==> config.mk <==
export PLATFORM = sky130hd
export DESIGN_NAME = smf_oldest
export DESIGN_NICKNAME = d
export VERILOG_FILES = /design/src/smf_pkg.sv /design/src/smf_oldest.sv
export SDC_FILE = /design/constraint.sdc
export NUM_CORES = 2
export LEC_CHECK = 0
export ABC_CLOCK_PERIOD_IN_PS = 9600
export BUFFER_PORTS_ARGS = -buffer_cell sky130_fd_sc_hd__buf_4
export CAP_MARGIN = 10
export CORE_ASPECT_RATIO = 0.9
export CORE_MARGIN = 1
export CORE_UTILIZATION = 30
export CTS_BUF_LIST = sky130_fd_sc_hd__clkbuf_4
export DETAILED_ROUTE_END_ITERATION = 8
export SLEW_MARGIN = 40
export SYNTH_ARGS = -nofsm -noshare
export SYNTH_HDL_FRONTEND = slang
export SYNTH_MEMORY_MAX_BITS = 65536
export SYNTH_SLANG_ARGS = --single-unit
==> constraint.sdc <==
create_clock -name clock -period 9.6 [get_ports clock]
set_clock_uncertainty 0.15 [all_clocks]
set_input_delay 1.92 -clock clock [delete_from_list [all_inputs] [get_ports clock]]
set_output_delay 1.92 -clock clock [all_outputs]
set_load 0.01 [all_outputs]
==> src/smf_pkg.sv <==
// smf_pkg: shared types and fixed payload widths for the sliding median filter.
// Used by the channel interfaces, the sorter cells and the top level.
`default_nettype none

package smf_pkg;

   // Payload widths of the request and response beats
   localparam int SAMPLE_W = 24;
   localparam int MEDIAN_W = 24;

   // Per-cell flags handed to the neighboring cells each cycle
   typedef struct packed {
      logic le;      // cell value is less than or equal to the incoming sample
      logic shift;   // cell sits at or after the evicted entry
   } cell_link_type;

endpackage : smf_pkg

`default_nettype wire

==> src/smf_oldest.sv <==
// smf_oldest: circular sample store that prefetches the entry due for eviction.
// Instantiates no submodules but imports smf_pkg; the fill count stands in for clearing the store.
`default_nettype none

module smf_oldest #(
   parameter int WINDOW   = 200,
   parameter int VAL_BITS = 24
) (
   input  wire logic                clock,
   input  wire logic                reset,
   input  wire logic                accept,
   input  wire logic                clear,
   input  wire logic [VAL_BITS-1:0] smp,
   output logic [VAL_BITS-1:0]      v_old
);
   import smf_pkg::*;

   localparam int PTR_BITS  = $clog2(WINDOW);
   localparam int FILL_BITS = $clog2(WINDOW + 1);
   localparam logic [PTR_BITS-1:0]  PTR_LAST = PTR_BITS'(WINDOW - 1);
   localparam logic [FILL_BITS-1:0] FILL_MAX = FILL_BITS'(WINDOW);

   logic [VAL_BITS-1:0]  store_mem [WINDOW];
   logic [PTR_BITS-1:0]  wr_ff, wr_in, wr_eff;
   logic [FILL_BITS-1:0] fill_ff, fill_in, fill_eff;
   logic [VAL_BITS-1:0]  old_ff;
   logic                 old_ok_ff, old_ok_in;

   // Step the write position and the fill count since frame start
   always_comb begin
      wr_eff    = clear ? '0 : wr_ff;
      fill_eff  = clear ? '0 : fill_ff;
      wr_in     = (wr_eff == PTR_LAST) ? '0 : wr_eff + PTR_BITS'(1);
      fill_in   = (fill_eff == FILL_MAX) ? FILL_MAX : fill_eff + FILL_BITS'(1);
      old_ok_in = (FILL_BITS'(wr_in) < fill_in);
   end

   always_ff @(posedge clock) begin
      if (reset) begin
         wr_ff     <= '0;
         fill_ff   <= '0;
         old_ok_ff <= 1'b0;
      end else if (accept) begin
         wr_ff     <= wr_in;
         fill_ff   <= fill_in;
         old_ok_ff <= old_ok_in;
      end
   end

   // Write the new sample, fetch the next one to be evicted
   always_ff @(posedge clock) begin
      if (accept) begin
         store_mem[wr_eff] <= smp;
         old_ff            <= store_mem[wr_in];
      end
   end

   // Unwritten positions since frame start hold zero
   assign v_old = (clear || !old_ok_ff) ? '0 : old_ff;

endmodule : smf_oldest

`default_nettype wire

# --- Word-level counts from Yosys, hierarchy flattened ---
# Memories as Yosys holds them, arrays and structs flattened. A register that Yosys moved wholly into a read port is not among the register bits.
# Cells that the tools add are included.
totals:
  word_cells: 18
  register_bits: 17
  memories: 1
  mem_bits_rw: 4800
  output_inout_bits: 24
mem_list:
  columns: ["memory", "words", "word_bits", "rd", "rd_ports_with_merged_regs", "write_ports", "line_no", "source"]
  rows:
  - ["store_mem", 200, 24, 1, 1, 1, "smf_oldest.sv:23", "logic [VAL_BITS-1:0] store_mem [WINDOW];"]
op_classes:
  mux: 7
  n_eq_ne: 2
  order_cmp: 1
  add_sub_neg: 2
  reduce_logical: 2
ops:
  columns: ["op", "count"]
  rows:
  - ["8-bit two-way mux", 4]
  - ["24-bit two-way mux", 1]
  - ["8-bit by 1-bit adder with 8-bit output (second input constant)", 2]
  - ["8-bit == test (second input constant)", 2]
  - ["8-bit < comparator", 1]
  - ["1-bit two-way mux", 2]
  - ["1-bit zero test", 1]
  - ["1-bit logical OR", 1]

# --- Depth between registers and ports, before layout ---
depth:
  depth_word: 4
  depth_mapped: 20
  mapped_depth_nobuf: 13

# --- Least setup slack after synthesis ---
# OpenSTA, ideal clock, no wires.
synth_path:
  kind: "input port to flip-flop"
  from: "input clear"
  to: "register old_ok_ff"
  t_arrival_ps: 5300
  path_buffers: 8
  setup_slack_ps: 4072
  cell_stages: 18
  setup_time_ps: 78
  cell_sequence: "buf_4 -> clkbuf_1 -> clkbuf_1 -> nand2b_1 -> ha_1 -> inv_1 -> buf_2 -> buf_2 -> buf_2 -> buf_2 -> buf_1 -> ha_1 -> o31a_1 -> o21a_1 -> o21a_1 -> o21ai_0 -> a21oi_1 -> nor3_1"
synth_via:
  elab_chain_len: 4
  elab_cells_between_ends: 9
synth_rtl:
  columns: ["element", "line_no", "source"]
  rows:
  - ["start, declared", "smf_oldest.sv:12", "input wire logic clear,"]
  - ["8-bit two-way mux (*)", "smf_oldest.sv:31", "wr_eff = clear ? '0 : wr_ff;"]
  - ["8-bit by 1-bit adder with 8-bit output or 8-bit == test (tied branches)", "smf_oldest.sv:33", "wr_in = (wr_eff == PTR_LAST) ? '0 : wr_eff + PTR_BITS'(1);"]
  - ["8-bit two-way mux (*)", "smf_oldest.sv:33", null]
  - ["via wr_in[1]", "smf_oldest.sv:24", "logic [PTR_BITS-1:0] wr_ff, wr_in, wr_eff;"]
  - ["8-bit < comparator (*)", "smf_oldest.sv:35", "old_ok_in = (FILL_BITS'(wr_in) < fill_in);"]
  - ["end signal, assigned", "smf_oldest.sv:46", "old_ok_ff <= old_ok_in;"]
  - ["end, declared", "smf_oldest.sv:27", "logic old_ok_ff, old_ok_in;"]
# The timed path passes the listed nets; every way through them passes the cells marked *.
# A chain may end at the register's enable or synchronous reset.

# --- Final worst setup path ---
layout_path:
  from: "input clear"
  to: "register old_ff[1], read port of store_mem, data pin"
layout_via:
  elab_chain_len: 3
  elab_cells_between_ends: 4
layout_rtl:
  columns: ["element", "line_no", "source"]
  rows:
  - ["8-bit two-way mux (*)", "smf_oldest.sv:31", null]
  - ["8-bit by 1-bit adder with 8-bit output or 8-bit == test (tied branches)", "smf_oldest.sv:33", null]
  - ["8-bit two-way mux (*)", "smf_oldest.sv:33", null]
  - ["end, declared", "smf_oldest.sv:26", "logic [VAL_BITS-1:0] old_ff;"]
# Every way passes the cells marked *; elsewhere a longest branch is shown, timed or not.

==> results.json <==
{
  "run_status": "completed",
  "syn_avg_cell_area_um2": 20.7,
  "start_util": 0.301,
  "synth_ff_type": "edfxtp_1",
  "hp-start": "fill_ff[7]",
  "vdd_drop_max_mv": 0.109,
  "critical_path.top_delay_family": "simple AND/OR/NAND/NOR gates",
  "cts_root_buf": "clkbuf_4",
  "ys_types": 71,
  "wl_um": 555000,
  "synth_cells": 9024,
  "vias": 101000,
  "die_area_um2": 625000,
  "core-area_um2": 619000,
  "io_pins": 52,
  "yosysMostFrequentCell": "edfxtp_1",
  "gp_congestion": 0.864,
  "cp_cell_sequence": "buf_4 > nor2b_4 > ha_1 > nand3_2 > buf_4 > nand2_8 > buf_4 > buf_4 > nand2_1 > a21oi_1 > nor3_1 > a221o_1 > o22ai_1",
  "synth_seq_area_share": 0.778,
  "reg2reg_depth": 12,
  "clock_sinks": 4841,
  "post_cts_resized": 0,
  "yosysTopAreaCell": "edfxtp_1",
  "avgRoutedWirePerCell_um": 28.8,
  "vias_per_cell": 5.24,
  "worstMarginPinSlew_ns": 1.01,
  "clock_path_buffers": 5,
  "crit_slowest_cell": "buf_4",
  "synth_area_leaders": "edfxtp_1, mux4_2, nand2_1",
  "final_nets": 10300,
  "fill_cells": 57900,
  "end_kind": "register",
  "areaGrowthSynthToFinish_pct": 15.1,
  "cts_hold_buf": 0,
  "dp.final_hpwl_um": 329000,
  "timing.final.crit_share": 0.624,
  "r2r_start": "wr_ff[0]",
  "synth-edff-count": 4824,
  "drcViolationCount": 0,
  "rows": 274,
  "cts_tree": "done",
  "antenna_found_initial": 45,
  "drv_slew": 0,
  "die_y_um": 750,
  "cp.arrival_ns": 7.46,
  "cts_setup_buffers": 0,
  "grt_first_pass_wirelength_um": 770000,
  "fp.dieW_um": 833,
  "async_flop_share": 0,
  "cts.clk_slew.worst_paths_ns": 0.07,
  "worst_path_most_repeated_cell": "buf_4",
  "setup_violations": 0,
  "clock_latency_ns": 1.74,
  "final_util": 0.347,
  "syn-num-nets": 9065,
  "crit_type": "in2reg",
  "overflow": 0,
  "cap_violations": 0,
  "synth_top_area_frac": 0.776,
  "setup_slack_ns": 3.61,
  "hp-class": "reg2reg",
  "crit_buf_inv": 4,
  "fmax_mhz": 167,
  "final_area_um2": 215000,
  "dr.pass1.iters": 8,
  "final_layout_size_suffix_gt1_frac": 0.342,
  "ys_top_cells_by_count": "edfxtp_1, mux4_2, nand2_1",
  "numPortBuffers": 51,
  "synth_seq_cells": 4841,
  "tns_ns": 0,
  "whs_path_depth": 2,
  "pre_cts_ws_ns": 1.98,
  "cts_max_level": 7,
  "holdPathEnd": "fill_ff[7]",
  "fin_total_pwr_uw": 41900,
  "grt_max_degree": 131,
  "syn_area_um2": 187000,
  "cts_buffers": 1267,
  "reg2reg_setup_slack_ns": 3.64,
  "worstReg2RegEnd": "old_ff[1]",
  "hold_violations": 0,
  "crit_path_start_kind": "input port",
  "p_leak_uw": 0.0681,
  "crit_fanout": 53,
  "cp.required_ns": 11.07,
  "drtIter0Drc": 15100,
  "grt_setup_unrepaired": "false",
  "first_global_vias": 98300,
  "max_stage_delay_ns": 0.70,
  "maxSlewHeadroom": 0.330,
  "powerDensity_nw_per_um2": 195,
  "fin_crit_ns": 5.99,
  "antenna_left": 0,
  "gr-usage-all-layers": 0.174,
  "placed_area_um2": 200000,
  "yosysWarnings": 0
}
## worst min-delay path: stages (launching register included)
cell,delay (ns)
dfxtp_1,0.32
nand2_1,0.05
a21oi_1,0.06
## kinds of logic (layout without fill, tap and decap cells)
family          Yosys count  after routing  share of synthesized area
other cells               0             38                          0
compound gates          624            624                     0.0235
buf+inv                 558           2495                     0.0141
mux                    1262           1262                      0.144
flops                  4841           4841                      0.778
simple gates           1717           1717                     0.0396
xor+xnor                  9              9                   0.000523
fa+ha+maj                13             13                   0.000871
## registers in the layout, indices dropped and copies added, names as in the netlist
| name | cells |
|---|---|
| old_ok_ff | 1 |
| fill_ff | 8 |
| old_ff | 24 |
| store_mem | 4800 |
| wr_ff | 8 |
## area by class of cell
cell class / count / area (um^2) / area share
Clock inverter: 233 / 998 / 0.00465
Clock buffer: 1751 / 13100 / 0.0612
Inverter: 14 / 97.6 / 0.000454
Sequential cell: 4841 / 145000 / 0.676
Timing Repair Buffer: 497 / 5110 / 0.0238
Antenna cell: 38 / 95.1 / 0.000442
Multi-Input combinational cell: 3625 / 39900 / 0.186
Tap cell: 8280 / 10400 / 0.0482
## cell usage in the layout (no fill, tap or decap), drive strengths merged, types with 23 or more instances in the layout
| cell type | count |
|---|---|
| edfxtp | 4824 |
| clkbuf | 1774 |
| mux4 | 1129 |
| nand2 | 1003 |
| buf | 474 |
| nor2 | 249 |
| clkinv | 206 |
| nand3 | 197 |
| a31oi | 196 |
| and3 | 147 |
| mux2i | 106 |
| a21oi | 86 |
| a211oi | 79 |
| diode | 38 |
| a32oi | 37 |
| o22ai | 37 |
| inv | 36 |
| nand4 | 35 |
| o211ai | 29 |
| mux2 | 27 |
| and2 | 26 |
| nor3 | 25 |
| a221oi | 23 |
## layer usage
layer,global-route usage,part of all wire,vias up
li1,-,-,40500
met1,0.247,0.41,53500
met2,0.249,0.44,6350
met3,0.0562,0.12,797
met4,0.0635,0.027,20
met5,0,0.00028,-
## stage by stage
stage / hold slack, ns / instances
after CTS: 0.186 / 19200
final: 0.329 / 19300
after floorplan: 0.295 / 9024
after global routing: 0.323 / 19300
after global placement: 0.308 / 17200
after detailed placement: 0.321 / 17200
## worst max path at each step
stage	cells after the start	end	startpoint
detailed placement	13	old_ff[1]	clear
global route	13	old_ff[7]	wr_ff[0]
finish	13	old_ff[1]	clear
global placement	14	old_ff[7]	clear
CTS	12	old_ff[1]	wr_ff[0]
floorplan	18	old_ok_ff	clear
## report_power, final
group	switching, uW	internal (uW)
Combinational	1420	767
Clock	8070	8390
Sequential	13.0	23300
Total	9500	32400
(Power assumes the default switching activity.)
