`src/smf_pkg.sv`:
```
// smf_pkg: shared types and fixed payload widths for the sliding median filter.
// Used by the channel interfaces, the sorter cells and the top level.
`default_nettype none

package smf_pkg;

   // Payload widths of the request and response beats
   localparam int SAMPLE_W = 24;
   localparam int MEDIAN_W = 24;

   // Per-cell flags handed to the neighboring cells each cycle
   typedef struct packed {
      logic le;      // cell value is less than or equal to the incoming sample
      logic shift;   // cell sits at or after the evicted entry
   } cell_link_type;

endpackage : smf_pkg

`default_nettype wire

```
`src/smf_cell.sv`:
```
// smf_cell: one slot of the sorted window chain; holds a value and its age.
// Depends on smf_pkg for the neighbor link struct.
`default_nettype none

module smf_cell #(
   parameter int WINDOW   = 200,
   parameter int VAL_BITS = 24,
   parameter int AGE_BITS = 8,
   parameter int INDEX    = 0
) (
   input  wire logic                  clock,
   input  wire logic                  reset,
   input  wire logic                  accept,
   input  wire logic                  clear,
   input  wire logic [VAL_BITS-1:0]   smp,
   input  wire logic [VAL_BITS-1:0]   v_old,
   input  wire logic [VAL_BITS-1:0]   prev_val,
   input  wire logic [AGE_BITS-1:0]   prev_age,
   input  wire smf_pkg::cell_link_type prev_link,
   input  wire logic [VAL_BITS-1:0]   next_val,
   input  wire logic [AGE_BITS-1:0]   next_age,
   input  wire smf_pkg::cell_link_type next_link,
   output logic [VAL_BITS-1:0]        val_q,
   output logic [VAL_BITS-1:0]        eff_val,
   output logic [AGE_BITS-1:0]        eff_age,
   output smf_pkg::cell_link_type     link
);
   import smf_pkg::*;

   localparam logic [AGE_BITS-1:0] AGE_MAX  = AGE_BITS'(WINDOW - 1);
   localparam logic [AGE_BITS-1:0] INIT_AGE = AGE_BITS'(WINDOW - 1 - INDEX);
   localparam bit                  IS_FIRST = (INDEX == 0);
   localparam bit                  IS_LAST  = (INDEX == WINDOW - 1);

   logic [VAL_BITS-1:0] val_ff, val_in;
   logic [AGE_BITS-1:0] age_ff, age_in;
   logic                evict;
   logic                after_evict;
   logic                own_r_le;
   logic                prev_r_le;
   logic [VAL_BITS-1:0] sel_val;
   logic [AGE_BITS-1:0] sel_age;

   // Frame start makes the window look freshly reset for this beat
   always_comb begin
      eff_val = clear ? '0 : val_ff;
      eff_age = clear ? INIT_AGE : age_ff;
   end

   // Classify this slot against the evicted entry and the new sample
   always_comb begin
      evict       = (eff_age == AGE_MAX);
      after_evict = (eff_val > v_old) || ((eff_val == v_old) && !evict);
      link.shift  = after_evict || evict;
      link.le     = (eff_val <= smp);
   end

   // Pick the new content: keep or pull from a neighbor, or take the sample
   always_comb begin
      own_r_le  = link.shift ? (next_link.le & !IS_LAST) : link.le;
      prev_r_le = IS_FIRST | (prev_link.shift ? link.le : prev_link.le);
      if (own_r_le) begin
         sel_val = link.shift ? next_val : eff_val;
         sel_age = link.shift ? next_age : eff_age;
      end else begin
         sel_val = prev_link.shift ? eff_val : prev_val;
         sel_age = prev_link.shift ? eff_age : prev_age;
      end
      if (!own_r_le && prev_r_le) begin
         val_in = smp;
         age_in = '0;
      end else begin
         val_in = sel_val;
         age_in = sel_age + AGE_BITS'(1);
      end
   end

   // Advance on each accepted beat
   always_ff @(posedge clock) begin
      if (reset) begin
         val_ff <= '0;
         age_ff <= INIT_AGE;
      end else if (accept) begin
         val_ff <= val_in;
         age_ff <= age_in;
      end
   end

   assign val_q = val_ff;

endmodule : smf_cell

`default_nettype wire

```
`config.mk`:
```
export PLATFORM = sky130hd
export DESIGN_NAME = smf_cell
export DESIGN_NICKNAME = d
export VERILOG_FILES = /design/src/smf_pkg.sv /design/src/smf_cell.sv
export SDC_FILE = /design/constraint.sdc
export NUM_CORES = 1
export LEC_CHECK = 0
export ABC_AREA = 0
export ABC_CLOCK_PERIOD_IN_PS = 11800
export CAP_MARGIN = 30
export CORE_UTILIZATION = 45
export CTS_CLUSTER_DIAMETER = 40
export DETAILED_ROUTE_END_ITERATION = 8
export DONT_BUFFER_PORTS = 1
export HOLD_SLACK_MARGIN = 0.08
export PLACE_DENSITY = 0.65
export RECOVER_POWER = 50
export SYNTH_ARGS = -nofsm -noshare
export SYNTH_HDL_FRONTEND = slang
export SYNTH_SLANG_ARGS = --single-unit
```
`constraint.sdc`:
```
create_clock -name clock -period 11.8 [get_ports clock]
set_input_delay 2.36 -clock clock [delete_from_list [all_inputs] [get_ports clock]]
set_output_delay 2.36 -clock clock [all_outputs]
set_load 0.01 [all_outputs]
```
# [Yosys cells after proc, flatten, opt, wreduce, memory -nomap -nowiden]
# Index checks and enable logic that the tools add are counted.
[op_classes] n_addsub=1 n_lt_le_gt_ge=2 n_eq_ne=2 n_mux=9 n_reduce_logical=4
[ops] cell="2-to-1 mux 24 bit" count=3
[ops] cell="2-to-1 mux 8 bit" count=5
[ops] cell="equality test 24 bit" count=1
[ops] cell="> comparator 24 bit" count=1
[ops] cell="less-or-equal comparator 24 bit" count=1
[ops] cell="adder 8 x 1 -> 8 bit, second input constant" count=1
[ops] cell="equality test 8 bit, second input constant" count=1
[ops] cell="logical OR 1 bit" count=2
[ops] cell="logical AND 1 bit" count=1
[ops] cell="logical NOT 1 bit" count=1
[ops] cell="2-to-1 mux 1 bit" count=1
[totals] regBits=32 inputBits=120 out_inout_bits=58

# [Longest topological paths before layout]
# Gate-level depths: netlist of the first run.
[logic_depth] ltp_word=10 mapped_depth=17

# [Worst setup path before layout of the first run]
# No wires, ideal clock.
[synth_path] kind="input-to-output" startpoint="input clear" endpoint="output link[0] (netlist name)" arrival_time_ps=4619 setup_slack_ps=4821 stages=11 n_path_buf=3 path_cell_list="buf_4 > clkbuf_1 > clkbuf_1 > nor2b_1 > ha_1 > a21oi_1 > nand2_1 > a2111oi_2 > o21ai_1 > nor2_1 > inv_1"
[synth_rtl] item="start: declaration" line="smf_cell.sv:14" source="input wire logic clear,"
[synth_rtl] item="end: declaration" line="smf_cell.sv:26" source="output smf_pkg::cell_link_type link"

==> results of run 1 <==
-- layout make-up --
cell class              instances  area, sq um
well taps                     102          128
fillers                       769         3940
clock buffers                   6         72.6
multi-input cells             369         2650
repair buffers                  2         35.0
inverters                      48          180
flip-flops and latches         32          641
clock inverters                 2         35.0
-- worst min-delay path, delay by kind of cell, from the launching register on --
family	cells	cell delay, ns
flops	1	0.33
simple gates	2	0.11
-- through the flow --
step	instances	cell area, sq um
after global routing	561	3740
after floorplan	470	3550
final	561	3740
after detailed placement	553	3640
after global placement	552	3610
after CTS	561	3750
-- flip-flops by register name (all words and copies together) (netlist names) --
name    count
age_ff      8
val_q      24
-- Yosys cell counts, types with 3 or more instances --
cell       n
inv_1     48
mux2i_1   47
ha_1      46
nand2_1   42
nor2_1    39
o21ai_0   39
dfxtp_1   32
nor2b_1   28
a21oi_1   27
clkbuf_1  14
nand3_1    8
nand4_1    7
nor3_1     6
o211ai_1   6
mux2_2     5
nand2b_1   5
o21ai_1    5
or2_2      5
or3_1      4
and3_1     3
and4_1     3
buf_2      3
o31ai_1    3
xnor2_1    3
-- report_power, final --
part | internal [mW] | total (mW) | switching [mW] | leakage, nW
clock | 0.0627 | 0.107 | 0.0442 | 0.0552
sequential | 0.120 | 0.134 | 0.0140 | 0.263
combinational | 0.0623 | 0.146 | 0.0838 | 1.48
total | 0.245 | 0.387 | 0.142 | 1.80
-- cell usage in the layout (no fill, tap or decap), types with 3 or more instances in the layout --
| cell | netlist | final |
|---|---|---|
| o31ai_1 | 3 | 3 |
| ha_1 | 46 | 46 |
| nand3_1 | 8 | 8 |
| mux2_2 | 5 | 5 |
| or2_2 | 5 | 5 |
| o21ai_0 | 39 | 39 |
| dfxtp_1 | 32 | 32 |
| o21ai_1 | 5 | 5 |
| o211ai_1 | 6 | 6 |
| xnor2_1 | 3 | 3 |
| nand4_1 | 7 | 7 |
| inv_1 | 48 | 48 |
| nand2b_1 | 5 | 5 |
| nor2_1 | 39 | 38 |
| a21oi_1 | 27 | 26 |
| and4_1 | 3 | 3 |
| clkbuf_8 | 0 | 5 |
| nor2b_1 | 28 | 28 |
| nand2_1 | 42 | 42 |
| and3_1 | 3 | 3 |
| nor3_1 | 6 | 6 |
| or3_1 | 4 | 4 |
| mux2i_1 | 47 | 47 |
-- worst max path at each step --
stage / endpoint / cells past startpoint / slack, ns / from
2_1_floorplan: link[0] / 11 / 4.82 / clear
3_3_place_gp: link[1] / 7 / 5.04 / clear
3_5_place_dp: link[1] / 7 / 5.00 / clear
4_1_cts: link[1] / 7 / 5.00 / clear
5_1_grt: link[0] / 8 / 4.89 / clear
6_report: link[1] / 7 / 5.01 / clear
-- cells by family (layout without fill, tap and decap cells) --
logic type                 after synthesis  count (layout)
DFF                                     32              32
buffers and inverters                   69              58
AOI/OAI and AO/OA                      105             105
adders and majority gates               46              46
xor gates and xnor gates                 4               4
muxes                                   52              52
and+or+nand+nor                        162             162
-- routing by layer --
layer,GRT usage (%),part of all wire [%]
met4,6.35,1.2
met2,41.2,47
met3,6.23,7.9
met5,0,0
met1,27.7,44
==> qor.txt, run 1 <==
hold_ws: 0.490 ns
Setup Viol. Count Final: 0
largest family of logic cells by synthesized area: simple AND/OR/NAND/NOR gates
ranking of synthesized cells by area: dfxtp_1 18%, ha_1 16%, mux2i_1 13%
cell mode on critical path: and4_1
global-route wire length before repair: 15.6 mm
initial detailed-routing violation count: 86
Final WS setup: 5.01 ns
Initial Util: 46.2%
multiplexer share of the synthesized area: 14.8%
#FFs+latches synth: 32
Crit Reg-Reg Endpoint: age_ff[3]$_SDFFE_PP0P_
syn avg cell area: 7.56 sq um
worst r2r src: val_q[22]$_SDFFE_PP0P_
Setup CP Type: in -> out
crit path max-delay cell type: o21ai_0
worst hold path type: reg -> reg
Post-synth EDFFs: 0
share of layout cells above drive strength 1: 6.97%
XOR/XNOR Fraction of Synth Area: 0.986%
Die Ht: 90.8 um
Vias/cell: 5.82
cts hold-fix bufs: 0
Resize count post-CTS: 0
WL per Instance: 17.2 um
Max IR drop VDD: 0.0464 mV
Warnings, synthesis: 0
worst path buffer plus inverter count: 0
post-synthesis sequential area ratio: 18.0%
RSZ-0062 raised after global routing: no
CP top delay family: simple AND/OR/NAND/NOR gates
Worst Setup Start Kind: input pin
Leakage: 1.80 nW
Root Buffer Master: clkbuf_8
clk buf depth: 2
Core Region: 0.00769 sq mm
outcome: finished, final reports clean
fin crit share: 57.6%
Antenna diodes: 0
largest area contributor in the netlist: dfxtp_1
CTS tree: done
layout net count: 624
Max Slew Vio Count: 0
worst reg2reg path depth: 13
minimum clock period: 6.79 ns
Post-Syn Area: 0.00355 sq mm
max-cap violations: 0
vias: 3267
Max stage delay on crit path: 0.60 ns
Syn Inst Count: 470
Overflow after GRT: 0
area share of the largest cell type after synthesis: 18.0%
later-pin clock latency in the skew report: 0.29 ns
H-tree depth: 2
Worst Max-Slew Pin Slew: 0.716 ns
simple-gate share of the synthesized area: 23.5%
Critical Path End Type: output pin
PortBufs: 0
buffers inserted by post-CTS timing repair: 0
Hold EP: age_ff[5]$_SDFFE_PP0P_
DP Wirelength: 7.33 mm
utilization after layout: 48.7%
I/O pin cnt: 178
Adder-Cell Fraction of Synth Area: 16.2%
PwrDens: 103 mW/mm^2
Arrival @ worst endpoint: 4.43 ns
maximum fanout along the worst path: 38
vias in the first global route: 3325
routed wire length: 9.62 mm
flop-to-flop setup slack: 7.53 ns
compound-cell area share of the yosys netlist: 18.8%
hold path start: age_ff[5]$_SDFFE_PP0P_
Slew headroom: 51.7%
initial antenna violation count: 0
Post-DRT Antenna Nets: 0
Layout Area Growth over Synthesis: 5.42%
TNS Setup: 0 ns
clock sink total: 32
Die Wd: 90.8 um
Placer Congestion: 0.876
Distinct cells, synth: 55
Synth Flop Type: dfxtp_1
largest net degree at the start of global routing: 39
row count: 32
Async SR Flop Fraction: 0%
GRT Total Usage: 23.3%
Tot Pwr: 0.387 mW
DIE AREA: 0.00825 sq mm
syn nets: 636
Clk pin slew, worst setup/hold paths: 0.07 ns
DR DRC count: 0
DR pass1 iterations: 6
critical path cell sequence: nor2b_1 -> ha_1 -> and4_1 -> and4_1 -> and3_1 -> o31a_1 -> o21ai_0
CTS Buf Count: 5
final hold viol count: 0
Place WS: 5.00 ns
critical path required time: 9.44 ns
FMAX: 147 MHz
Setup Skew: 0.00851 ns
Min-Delay Path Depth: 2
No activity file was read; power rests on OpenSTA's default activity.
==> run 2: changes to the inputs <==
Settings changed: ABC_CLOCK_PERIOD_IN_PS 11800 to 5850, PLACE_DENSITY 0.65 to 0.67.
Clock period 11.8 ns to 5.85 ns, I/O delays scaled along.
==> run 2 against run 1 <==
Total power up 94%. Largest power group unchanged. First-iteration DRC count increased by 69%. Setup slack worse by 4.0 ns. Routed wire length grew 0.46%. Critical path type unchanged. Highest routed layer unchanged. Critical endpoint is now link[0]. Global-route usage grew 0.23 points.
==> qor.txt, run 2 (synthesis gave the netlist of run 1 again) <==
outcome: finished, final reports clean
worst hold path type: reg -> reg
Power Internal: 0.463 mW
buffers inserted by post-CTS timing repair: 0
Worst Setup Start Kind: input pin
hold_ws: 0.486 ns
Overflow after GRT: 0
commonest non-fill, non-tap cell in the layout: inv_1
DR DRC count: 0
CTS tree: done
worst reg2reg path depth: 12
cts hold-fix bufs: 0
Antenna diodes: 0
vias: 3305
critical path cell sequence: nor2b_1 -> ha_1 -> a21oi_1 -> nand2_1 -> a2111oi_2 -> o21ai_1 -> nor2_4 -> inv_1
Vias/cell: 5.89
Max stage delay on crit path: 0.55 ns
Min-Delay Path Depth: 2
initial antenna violation count: 0
share of layout cells above drive strength 1: 6.75%
H-tree depth: 2
crit path max-delay cell type: nor2_4
Clock Power Share: 24.5%
Resize count post-CTS: 0
Clk pin slew, worst setup/hold paths: 0.07 ns
most frequent cells in the layout: 48 x inv_1, 47 x mux2i_1, 46 x ha_1
largest net degree at the start of global routing: 39
Placer Congestion: 0.846
utilization after layout: 48.5%
Root Buffer Master: clkbuf_8
DP Wirelength: 7.48 mm
row count: 32
P_sw: 0.285 mW
FMAX: 208 MHz
maximum fanout along the worst path: 38
Place WS: 0.955 ns
Initial Util: 46.2%
Setup Skew: 0.00475 ns
switching share of power: 38.1%
max-cap violations: 0
DIE AREA: 0.00825 sq mm
global-route wire length before repair: 15.6 mm
CTS Buf Count: 5
Leakage: 1.79 nW
fin crit share: 82.2%
later-pin clock latency in the skew report: 0.29 ns
Worst Max-Slew Pin Slew: 0.691 ns
initial detailed-routing violation count: 145
Setup CP Type: in -> out
TNS Setup: 0 ns
GRT Total Usage: 23.5%
vias in the first global route: 3199
routed wire length: 9.67 mm
Die Wd: 90.8 um
Setup Viol. Count Final: 0
layout net count: 624
Seq pwr share: 36.1%
WL per Instance: 17.2 um
Slew headroom: 53.5%
RSZ-0062 raised after global routing: no
Die Ht: 90.8 um
Critical Path End Type: output pin
clock sink total: 32
Post-DRT Antenna Nets: 0
Max Slew Vio Count: 0
critical path required time: 4.68 ns
Filler cells: 777
PortBufs: 0
number of flip-flops in the largest register: 24
final hold viol count: 0
DR pass1 iterations: 6
minimum clock period: 4.81 ns
Arrival @ worst endpoint: 3.64 ns
combinational share of power: 39.4%
hold path start: age_ff[5]$_SDFFE_PP0P_
clk buf depth: 2
Final WS setup: 1.04 ns
I/O pin cnt: 178
launch point of the worst path: clear
worst r2r src: val_q[22]$_SDFFE_PP0P_
Layout Area Growth over Synthesis: 4.93%
PwrDens: 201 mW/mm^2
Core Region: 0.00769 sq mm
Max IR drop VDD: 0.0860 mV
==> run 2: layout make-up <==
type,instances,area (sq um),area share [%]
Sequential cell,32,641,17.2
Tap cell,102,128,3.42
Inverter,48,180,4.83
Timing Repair Buffer,2,35.0,0.940
Multi-Input combinational cell,369,2650,71.2
Clock buffer,8,90.1,2.42
==> run 2: per-layer routing <==
layer | global-route usage (%) | wire (um) | up-vias
met4 | 5.82 | 134 | 0
met2 | 43.4 | 4800 | 120
li1 | - | - | 1632
met5 | 0 | 0 | -
met1 | 27.1 | 4080 | 1540
met3 | 5.56 | 645 | 13
==> run 2: worst max-delay path, delay by kind of cell <==
family / cells / cell delay, ns
and+or+nand+nor: 3 / 0.97
AOI/OAI and AO/OA: 3 / 0.79
buffers and inverters: 1 / 0.34
adders and majority gates: 1 / 0.34
==> run 2: path summary, 6_finish.rpt <==
path         slack (ns)                endpoint
max                1.04                 link[0]
min                0.49  age_ff[5]$_SDFFE_PP0P_
max reg2reg        1.67  age_ff[5]$_SDFFE_PP0P_
min reg2reg        0.49  age_ff[5]$_SDFFE_PP0P_
==> run 2: power groups by stage <==
stage	clock, mW	sequential, mW	combinational, mW
floorplan	0	0.268	0.246
global route	0.199	0.274	0.331
CTS	0.191	0.270	0.296
global placement	0	0.273	0.276
finish	0.183	0.270	0.295
detailed placement	0	0.275	0.294
==> run 2: metrics by stage <==
stage	area (sq um)	instances	total power, mW
after floorplan	3550	470	0.514
after global placement	3610	552	0.549
after detailed placement	3640	553	0.569
after CTS	3730	561	0.757
after global routing	3730	561	0.803
final	3730	561	0.748
